## config.mk

```make
export PLATFORM = sky130hd
export DESIGN_NAME = csum_ram
export DESIGN_NICKNAME = d
export VERILOG_FILES = /design/src/rtl/csum_ram.sv
export SDC_FILE = /design/constraint.sdc
export NUM_CORES = 1
export LEC_CHECK = 0
export ABC_AREA = 1
export BUFFER_PORTS_ARGS = -buffer_cell sky130_fd_sc_hd__buf_4
export CORE_UTILIZATION = 30
export DETAILED_ROUTE_END_ITERATION = 6
export GPL_ROUTABILITY_DRIVEN = 1
export PLACE_DENSITY = 0.41
export RECOVER_POWER = 25
export SLEW_MARGIN = 20
export SYNTH_ARGS = -nofsm -noshare
export SYNTH_HDL_FRONTEND = slang
export SYNTH_SLANG_ARGS = --single-unit
```

## constraint.sdc

```tcl
create_clock -name clk_i -period 1.6 [get_ports clk_i]
set_clock_uncertainty 0.2 [all_clocks]
set_input_delay 0.32 -clock clk_i [delete_from_list [all_inputs] [get_ports clk_i]]
set_output_delay 0.32 -clock clk_i [all_outputs]
set_load 0.005 [all_outputs]
```

## src/rtl/csum_ram.sv

```systemverilog
// Generic synchronous RAM: one write port, two read ports, registered reads.
// No dependencies.
module csum_ram #(
  parameter int unsigned WIDTH = 8,
  parameter int unsigned DEPTH = 16
) (
  input  logic                     clk_i,
  input  logic                     we_i,
  input  logic [$clog2(DEPTH)-1:0] waddr_i,
  input  logic [WIDTH-1:0]         wdata_i,
  input  logic [$clog2(DEPTH)-1:0] raddr_a_i,
  output logic [WIDTH-1:0]         rdata_a_o,
  input  logic [$clog2(DEPTH)-1:0] raddr_b_i,
  output logic [WIDTH-1:0]         rdata_b_o
);

  logic [WIDTH-1:0] mem [DEPTH];

  always_ff @(posedge clk_i) begin
    if (we_i) mem[waddr_i] <= wdata_i;
    rdata_a_o <= mem[raddr_a_i];
    rdata_b_o <= mem[raddr_b_i];
  end

endmodule

```

# Word-level counts from Yosys, hierarchy flattened
# Memory sizes are Yosys's and may differ from the RTL's. A register that Yosys moved wholly into a read port is not among the register bits.
# Cells that the tools add are included.
# op_classes
muxes	2
# op_table
op	n
$mux W1	2
# totals
mem_count	1
out_inout_bits	16
reg_bits	0
wordCells	3
ram_bits	128
# memory_table
memory	depth	word_bits	read_ports	rd_clocked_by_memory_dff	write_ports	line	rtl
mem	16	8	2	2	1	17	logic [WIDTH-1:0] mem [DEPTH];

# Depth between registers and ports, before layout
# Gate-level depths: netlist of the first run.
# depth
depth_word	2
mapped_depth	7

# Worst setup path after synthesis of the first run
# OpenSTA, ideal clock, no wires.
# synth_timing
kind	input -> register
from	input port waddr_i[2]
to	memory mem[10][0] (enable)
n_path_buf	0
slack_ns	0.129
arrival_time_ns	0.901
setup_time_ns	0.370
required_time_ns	1.030
path_stages	2
cell_sequence	nand3b_1 -> nor2_1
# synth_rtl
element	line	rtl
start, declared	9	input logic [$clog2(DEPTH)-1:0] waddr_i,
end, declared	17	
# Straight into the memory's write port.

# Worst setup path after layout of the first run
# layout_timing
from	register rdata_a_o[3] (read register of mem)
to	output port rdata_a_o[3]
# layout_rtl
element	line	rtl
start, declared	12	output logic [WIDTH-1:0] rdata_a_o,
# No word-level cell between the ends.

==> qor.csv, run 1 <==
stage,metric,value,unit
outcome,status,"finished, final reports clean",
logic_synthesis,Post-synth EDFFs,128,
critical_path,Worst EP required,1.08,ns
placement,IO buf count,37,
clock_tree,clk buf depth,2,
critical_path,Worst Reg-to-Reg Cells,6,
critical_path,kind of critical path,reg2out,
timing,Final Cycle Share,96.0,%
logic_synthesis,prevailing post-synth register cell,edfxtp_1,
finish,Layout Cells excl Fill,1257,
floorplanning,Initial Utilization,30.7,%
critical_path,crit-path max cell delay,0.43,ns
logic_synthesis,post-synth top area share,52.9,%
logic_synthesis,post-synthesis cell area,0.00726,mm²
clock_tree,"Clk Latency, worst-skew pair",0.44,ns
placement,placed insts,1224,
power_and_ir_drop,sw frac,24.6,%
finish,antenna cell count,0,
logic_synthesis,most frequent cell after synthesis,nand2_1,
global_routing,all-layer global routing usage,20.2,%
floorplanning,CORE AREA,0.0236,mm²
global_routing,met3 usage,4.07,%
min_path,Hold Crit Class,in2reg,
timing,post-layout minimum cycle time,1.54,ns
run,max cap viols,0,
critical_path,Worst Path Max Fanout,1,
drt,vias per cell,4.68,
power_and_ir_drop,Lkg Pwr,4.01,nW
floorplanning,# IOs,38,
timing,setup TNS,0,ns
timing,final-report hold violation count,0,
critical_path,worst endpoint data arrival time,1.02,ns
floorplanning,DIE AREA,0.0248,mm²
logic_synthesis,synth top area cells,"edfxtp_1 (53%), nand3_1 (16%), nand2_1 (14%)",
critical_path,crit path capture type,output pin,
clock_tree,Setup Buffers After CTS,0,
finish,fin nets,947,
power_and_ir_drop,Seq pwr share,44.3,%
global_routing,pin count of the biggest net entering global routing,37,
logic_synthesis,synth unique cells,13,
drt,final WL,23600,µm
critical_path,reg-to-reg critical path startpoint,mem[2][3],
floorplanning,Die W,158,µm
min_path,WHS Endpoint,mem[9][7],
logic_synthesis,biggest area consumer among synthesized cells,edfxtp_1,
drt,via count,5878,
critical_path,critical path cell sequence,buf_4,
logic_synthesis,"Seq/Total Area, Yosys",57.4,%
global_routing,global-route wire length before repair,35200,µm
critical_path,"CP delay by family, top",flip-flops,
drt,mean routed wirelength per cell,18.8,µm
clock_tree,Worst-path clk slew,0.07,ns
placement,RD Place Congestion,0.814,
finish,share of layout cells above drive strength 1,14.2,%
critical_path,crit path buf inv count,1,
critical_path,R2R Setup Slk,0.30,ns
power_and_ir_drop,VDD IR max,0.544,mV
power_and_ir_drop,total power,0.00959,W
logic_synthesis,Syn. warnings,0,
timing,RSZ-0062 raised after global routing,no,
timing,slew of the pin with the lowest slew margin,0.853,ns
placement,DP Worst Slack,-0.0609,ns
min_path,worst hold stages,1,
logic_synthesis,asr flop ratio synth,0,%
placement,post-place instance area,0.00830,mm²
drt,initial DRC count,384,
timing,worst rel slew slack,43.1,%
critical_path,worst reg2reg path endpoint,rdata_b_o[3],
power_and_ir_drop,NetSw,0.00236,W
timing,max-slew violations,0,
critical_path,Critical-path top delay cell,dfxtp_1,
drt,DRT Pass-1 Iters,7,
critical_path,crit start category,flop,
clock_tree,CTS buffer count,17,
global_routing,GR Util met1,27.2,%
global_routing,antenna violations before repair,0,
power_and_ir_drop,PwrDens,1070,mW/mm²
clock_tree,CTS root buffer,clkbuf_16,
timing,Final setup violation count,0,
global_routing,M2 GR Usage,32.1,%
timing,setup ws final,0.0645,ns
placement,detailed placer's ending HPWL,16200,µm
critical_path,number of cells on the critical path,1,
clock_tree,TritonCTS clock tree,yes,
finish,fin area,0.00893,mm²
clock_tree,H-tree depth,4,
global_routing,grt total ovfl,0,
drt,"antenna viol nets, final",0,
logic_synthesis,flip-flop and latch count after synthesis,144,
logic_synthesis,Synth top cells by count,"nand2_1 (277), nand3_1 (225), inv_1 (134)",
floorplanning,Die Ht,158,µm
power_and_ir_drop,combinational power share,10.7,%
min_path,HP Start,wdata_i[7],
finish,"Area growth, synth to finish",23.0,%
global_routing,busiest grt layer,met2,
global_routing,vias in the first global route,5741,
floorplanning,# rows,56,
logic_synthesis,Post-Syn Area per Cell,8.53,µm²
clock_tree,# clock sinks,144,
power_and_ir_drop,Internal,0.00723,W
logic_synthesis,syn_nets,873,
timing,f_max,651,MHz
drt,DRC errors left,0,
power_and_ir_drop,Clk pwr share,44.9,%
logic_synthesis,Post-Syn Instances,851,
==> cell families after synthesis <==
kind of cell | share of synthesized area, %
simple gates | 30.9
buf+inv | 11.7
flops | 57.4
==> flip-flops by register name (all words and copies together), names as in the netlist <==
| name | flops |
|---|---|
| mem | 128 |
| rdata_b_o | 8 |
| rdata_a_o | 8 |
==> cell usage in the layout (no fill, tap or decap) <==
cell type / n
nand3b_1: 2
clkinv_4: 4
clkinv_2: 1
dfxtp_1: 16
nand3_1: 225
nor2_1: 17
dlygate4sd3_1: 1
clkinvlp_4: 3
inv_6: 3
edfxtp_1: 128
nand2_1: 277
bufinv_16: 4
clkbuf_16: 17
buf_4: 80
buf_12: 17
clkbuf_1: 5
inv_2: 4
inv_1: 134
==> worst max path at each step <==
stage | from | end | slack, ns
floorplan | waddr_i[2] | mem[10][0] | 0.13
global placement | raddr_a_i[0] | rdata_a_o[3] | -0.06
detailed placement | raddr_a_i[0] | rdata_a_o[3] | -0.06
CTS | rdata_a_o[3] | rdata_a_o[3] | 0.03
global route | rdata_a_o[3] | rdata_a_o[3] | 0.03
finish | rdata_a_o[3] | rdata_a_o[3] | 0.06
==> layer usage <==
layer | vias up | part of all wire, %
met1 | 2769 | 46
met3 | 40 | 5.1
met4 | 0 | 2.5
li1 | 2891 | -
met2 | 178 | 46
met5 | - | 0
==> per-stage QoR <==
stage                     utilization [%]  hold slack, ns
final                                37.8          0.0796
after global routing                 37.8          0.0650
after floorplan                         -           0.219
after CTS                            37.9         0.00495
after detailed placement             35.2           0.453
after global placement               35.2           0.457
==> layout make-up <==
type / instances / area, µm²
repair buffers: 103 / 970
inverters: 138 / 518
fillers: 2435 / 14700
clock inverters: 15 / 209
clock buffers: 17 / 425
flip-flops and latches: 144 / 4160
well taps: 319 / 399
multi-input cells: 521 / 2240
==> what timing repair did <==
| action | CTS | global route |
|---|---|---|
| endpoints found under the hold margin | 4 | 0 |
| gates resized for setup | 0 | 0 |
| hold buffers | 1 | 0 |
==> power by group through the flow <==
stage	clock [W]	sequential, W	combinational [W]
floorplan	0	0.00431	0.000530
global placement	0	0.00433	0.00104
detailed placement	0	0.00433	0.00104
CTS	0.00438	0.00425	0.00104
global route	0.00452	0.00426	0.00113
finish	0.00431	0.00425	0.00103
Note: power is estimated with default switching activity, not from simulation.
==> run 2: changes to the inputs <==
CORE_UTILIZATION = 45   (was 30)
PLACE_DENSITY = not set   (was 0.41)
==> qor.csv, run 2 (synthesis gave the netlist of run 1 again) <==
stage,metric,value,unit,change
outcome,status,"finished, final reports clean",,unchanged
placement,detailed placer's ending HPWL,13300,µm,"was 16,200 µm"
critical_path,kind of critical path,reg2out,,unchanged
critical_path,Worst Reg-to-Reg Cells,6,,unchanged
global_routing,global-route wire length before repair,31000,µm,"was 35,200 µm"
critical_path,worst reg2reg path endpoint,rdata_b_o[4],,was rdata_b_o[3]
timing,RSZ-0062 raised after global routing,no,,unchanged
placement,DP Worst Slack,0.0195,ns,was -0.0609 ns
timing,post-layout minimum cycle time,1.50,ns,was 1.54 ns
min_path,WHS Endpoint,mem[4][2],,was mem[9][7]
timing,slew of the pin with the lowest slew margin,0.757,ns,was 0.853 ns
finish,share of layout cells above drive strength 1,12.0,%,was 14.2%
placement,RD Place Congestion,0.865,,was 0.814
run,max cap viols,0,,unchanged
power_and_ir_drop,VDD IR max,0.733,mV,was 0.544 mV
clock_tree,Worst-path clk slew,0.06,ns,was 0.07 ns
critical_path,"CP delay by family, top",flip-flops,,unchanged
timing,max-slew violations,0,,unchanged
clock_tree,CTS root buffer,clkbuf_16,,unchanged
timing,Final setup violation count,0,,unchanged
drt,"antenna viol nets, final",0,,unchanged
timing,WHS,0.0486,ns,was 0.0796 ns
global_routing,vias in the first global route,5508,,"was 5,741"
finish,Largest regs,"mem: 128 flops, rdata_a_o: 8 flops, rdata_b_o: 8 flops",,unchanged
drt,mean routed wirelength per cell,17.4,µm,was 18.8 µm
finish,max reg flops,128,,unchanged
timing,setup ws final,0.104,ns,was 0.0645 ns
critical_path,crit-path max cell delay,0.41,ns,was 0.43 ns
placement,placed insts,1099,,"was 1,224"
floorplanning,# rows,46,,was 56
critical_path,worst endpoint data arrival time,0.98,ns,was 1.02 ns
clock_tree,"Clk Latency, worst-skew pair",0.42,ns,was 0.44 ns
global_routing,all-layer global routing usage,25.6,%,was 20.2%
global_routing,pin count of the biggest net entering global routing,46,,was 37
clock_tree,Setup Buffers After CTS,0,,unchanged
timing,worst rel slew slack,49.5,%,was 43.1%
min_path,Hold Crit Class,in2reg,,unchanged
floorplanning,Die Ht,129,µm,was 158 µm
finish,register bank with the most flops,mem,,unchanged
critical_path,Worst Path Max Fanout,1,,unchanged
clock_tree,H-tree depth,4,,unchanged
clock_tree,CTS buffer count,17,,unchanged
finish,"Core Util, Final",54.4,%,was 37.8%
global_routing,grt total ovfl,0,,unchanged
global_routing,antenna violations before repair,0,,unchanged
drt,via count,5877,,"was 5,878"
drt,DRC errors left,0,,unchanged
placement,IO buf count,37,,unchanged
floorplanning,# IOs,38,,unchanged
drt,initial DRC count,666,,was 384
drt,DRT Pass-1 Iters,5,,was 7
clock_tree,# clock sinks,144,,unchanged
timing,f_max,668,MHz,was 651 MHz
finish,antenna cell count,0,,unchanged
timing,Final Cycle Share,93.5,%,was 96.0%
floorplanning,Die W,129,µm,was 158 µm
clock_tree,TritonCTS clock tree,yes,,unchanged
power_and_ir_drop,PwrDens,1100,mW/mm²,was 1070 mW/mm²
timing,final-report hold violation count,0,,unchanged
critical_path,critical path cell sequence,buf_4,,unchanged
floorplanning,DIE AREA,0.0166,mm²,was 0.0248 mm²
min_path,worst hold stages,1,,unchanged
critical_path,crit start category,flop,,unchanged
critical_path,crit path capture type,output pin,,unchanged
finish,Layout Cells excl Fill,1131,,"was 1,257"
drt,final WL,19700,µm,"was 23,600 µm"
power_and_ir_drop,Lkg Pwr,3.91,nW,was 4.01 nW
drt,vias per cell,5.20,,was 4.68
finish,fill cell count,1449,,"was 2,435"
timing,setup TNS,0,ns,unchanged
finish,register area,0.00416,mm²,unchanged
floorplanning,Initial Utilization,45.9,%,was 30.7%
critical_path,crit path buf inv count,1,,unchanged
finish,area occupied by multi-input gates,0.00224,mm²,unchanged
clock_tree,hold buffer count at cts,0,,was 1
critical_path,R2R Setup Slk,0.40,ns,was 0.30 ns
clock_tree,post-cts gate resize count,0,,unchanged
finish,fin nets,924,,was 947
min_path,HP Start,wdata_i[2],,was wdata_i[7]
critical_path,Critical-path top delay cell,dfxtp_1,,unchanged
finish,"Area growth, synth to finish",18.7,%,was 23.0%
finish,most frequent cells in the layout,"nand2_1 (277), nand3_1 (225), inv_1 (134)",,unchanged
critical_path,Worst EP required,1.08,ns,about the same
floorplanning,CORE AREA,0.0158,mm²,was 0.0236 mm²
critical_path,reg-to-reg critical path startpoint,mem[12][4],,was mem[2][3]
finish,"commonest non-fill, non-tap cell in the layout",nand2_1,,unchanged
clock_tree,clk buf depth,2,,unchanged
run 2: cell count changes in the layout (fill, tap and decap cells not counted):
cell / previous run / this run
clkbuf_16: 17 / 21
buf_12: 17 / 14
clkinvlp_4: 3 / 1
dlygate4sd3_1: 1 / 0
bufinv_16: 4 / 2
inv_6: 3 / 1
clkbuf_1: 5 / 6
buf_4: 80 / 60
clkinv_4: 4 / 3
clkbuf_8: 0 / 2
clkinv_2: 1 / 2
run 2: final cells by class:
class,count,area share (%)
clock buffer,23,6.42
multi-input combinational,521,26.1
tap,216,3.14
timing repair buffer,80,8.74
sequential,144,48.3
inverter,138,6.01
clock inverter,9,1.31
run 2: per-stage QoR:
step	power, W	area [µm²]
2_1_floorplan	0.00484	7260
3_3_place_gp	0.00527	7970
3_5_place_dp	0.00527	7970
4_1_cts	0.00953	8640
5_1_grt	0.00977	8620
6_report	0.00950	8620
run 2: routing by layer:
metal  part of all wire, %  wire [µm]  track usage (%)
met1                    45       8780             35.8
met2                    47       9360             41.0
met3                   6.4       1260             3.55
met4                   1.6        318             9.00
met5                     0          0                0
run 2: worst max-delay path by stage:
stage / from / endpoint / slack [ns] / cells after the start
3_3_place_gp: raddr_a_i[0] / rdata_a_o[1] / 0.02 / 8
5_1_grt: rdata_a_o[1] / rdata_a_o[1] / 0.09 / 1
3_5_place_dp: raddr_a_i[0] / rdata_a_o[1] / 0.02 / 8
2_1_floorplan: waddr_i[2] / mem[10][0] / 0.13 / 2
6_report: rdata_a_o[1] / rdata_a_o[1] / 0.10 / 1
4_1_cts: rdata_a_o[1] / rdata_a_o[1] / 0.08 / 1
run 2: report_power, final:
part | internal, W | total (W) | switching [W]
clock network | 0.00276 | 0.00430 | 0.00154
logic | 0.000354 | 0.000944 | 0.000590
registers | 0.00421 | 0.00425 | 0.0000427
total | 0.00732 | 0.00950 | 0.00218
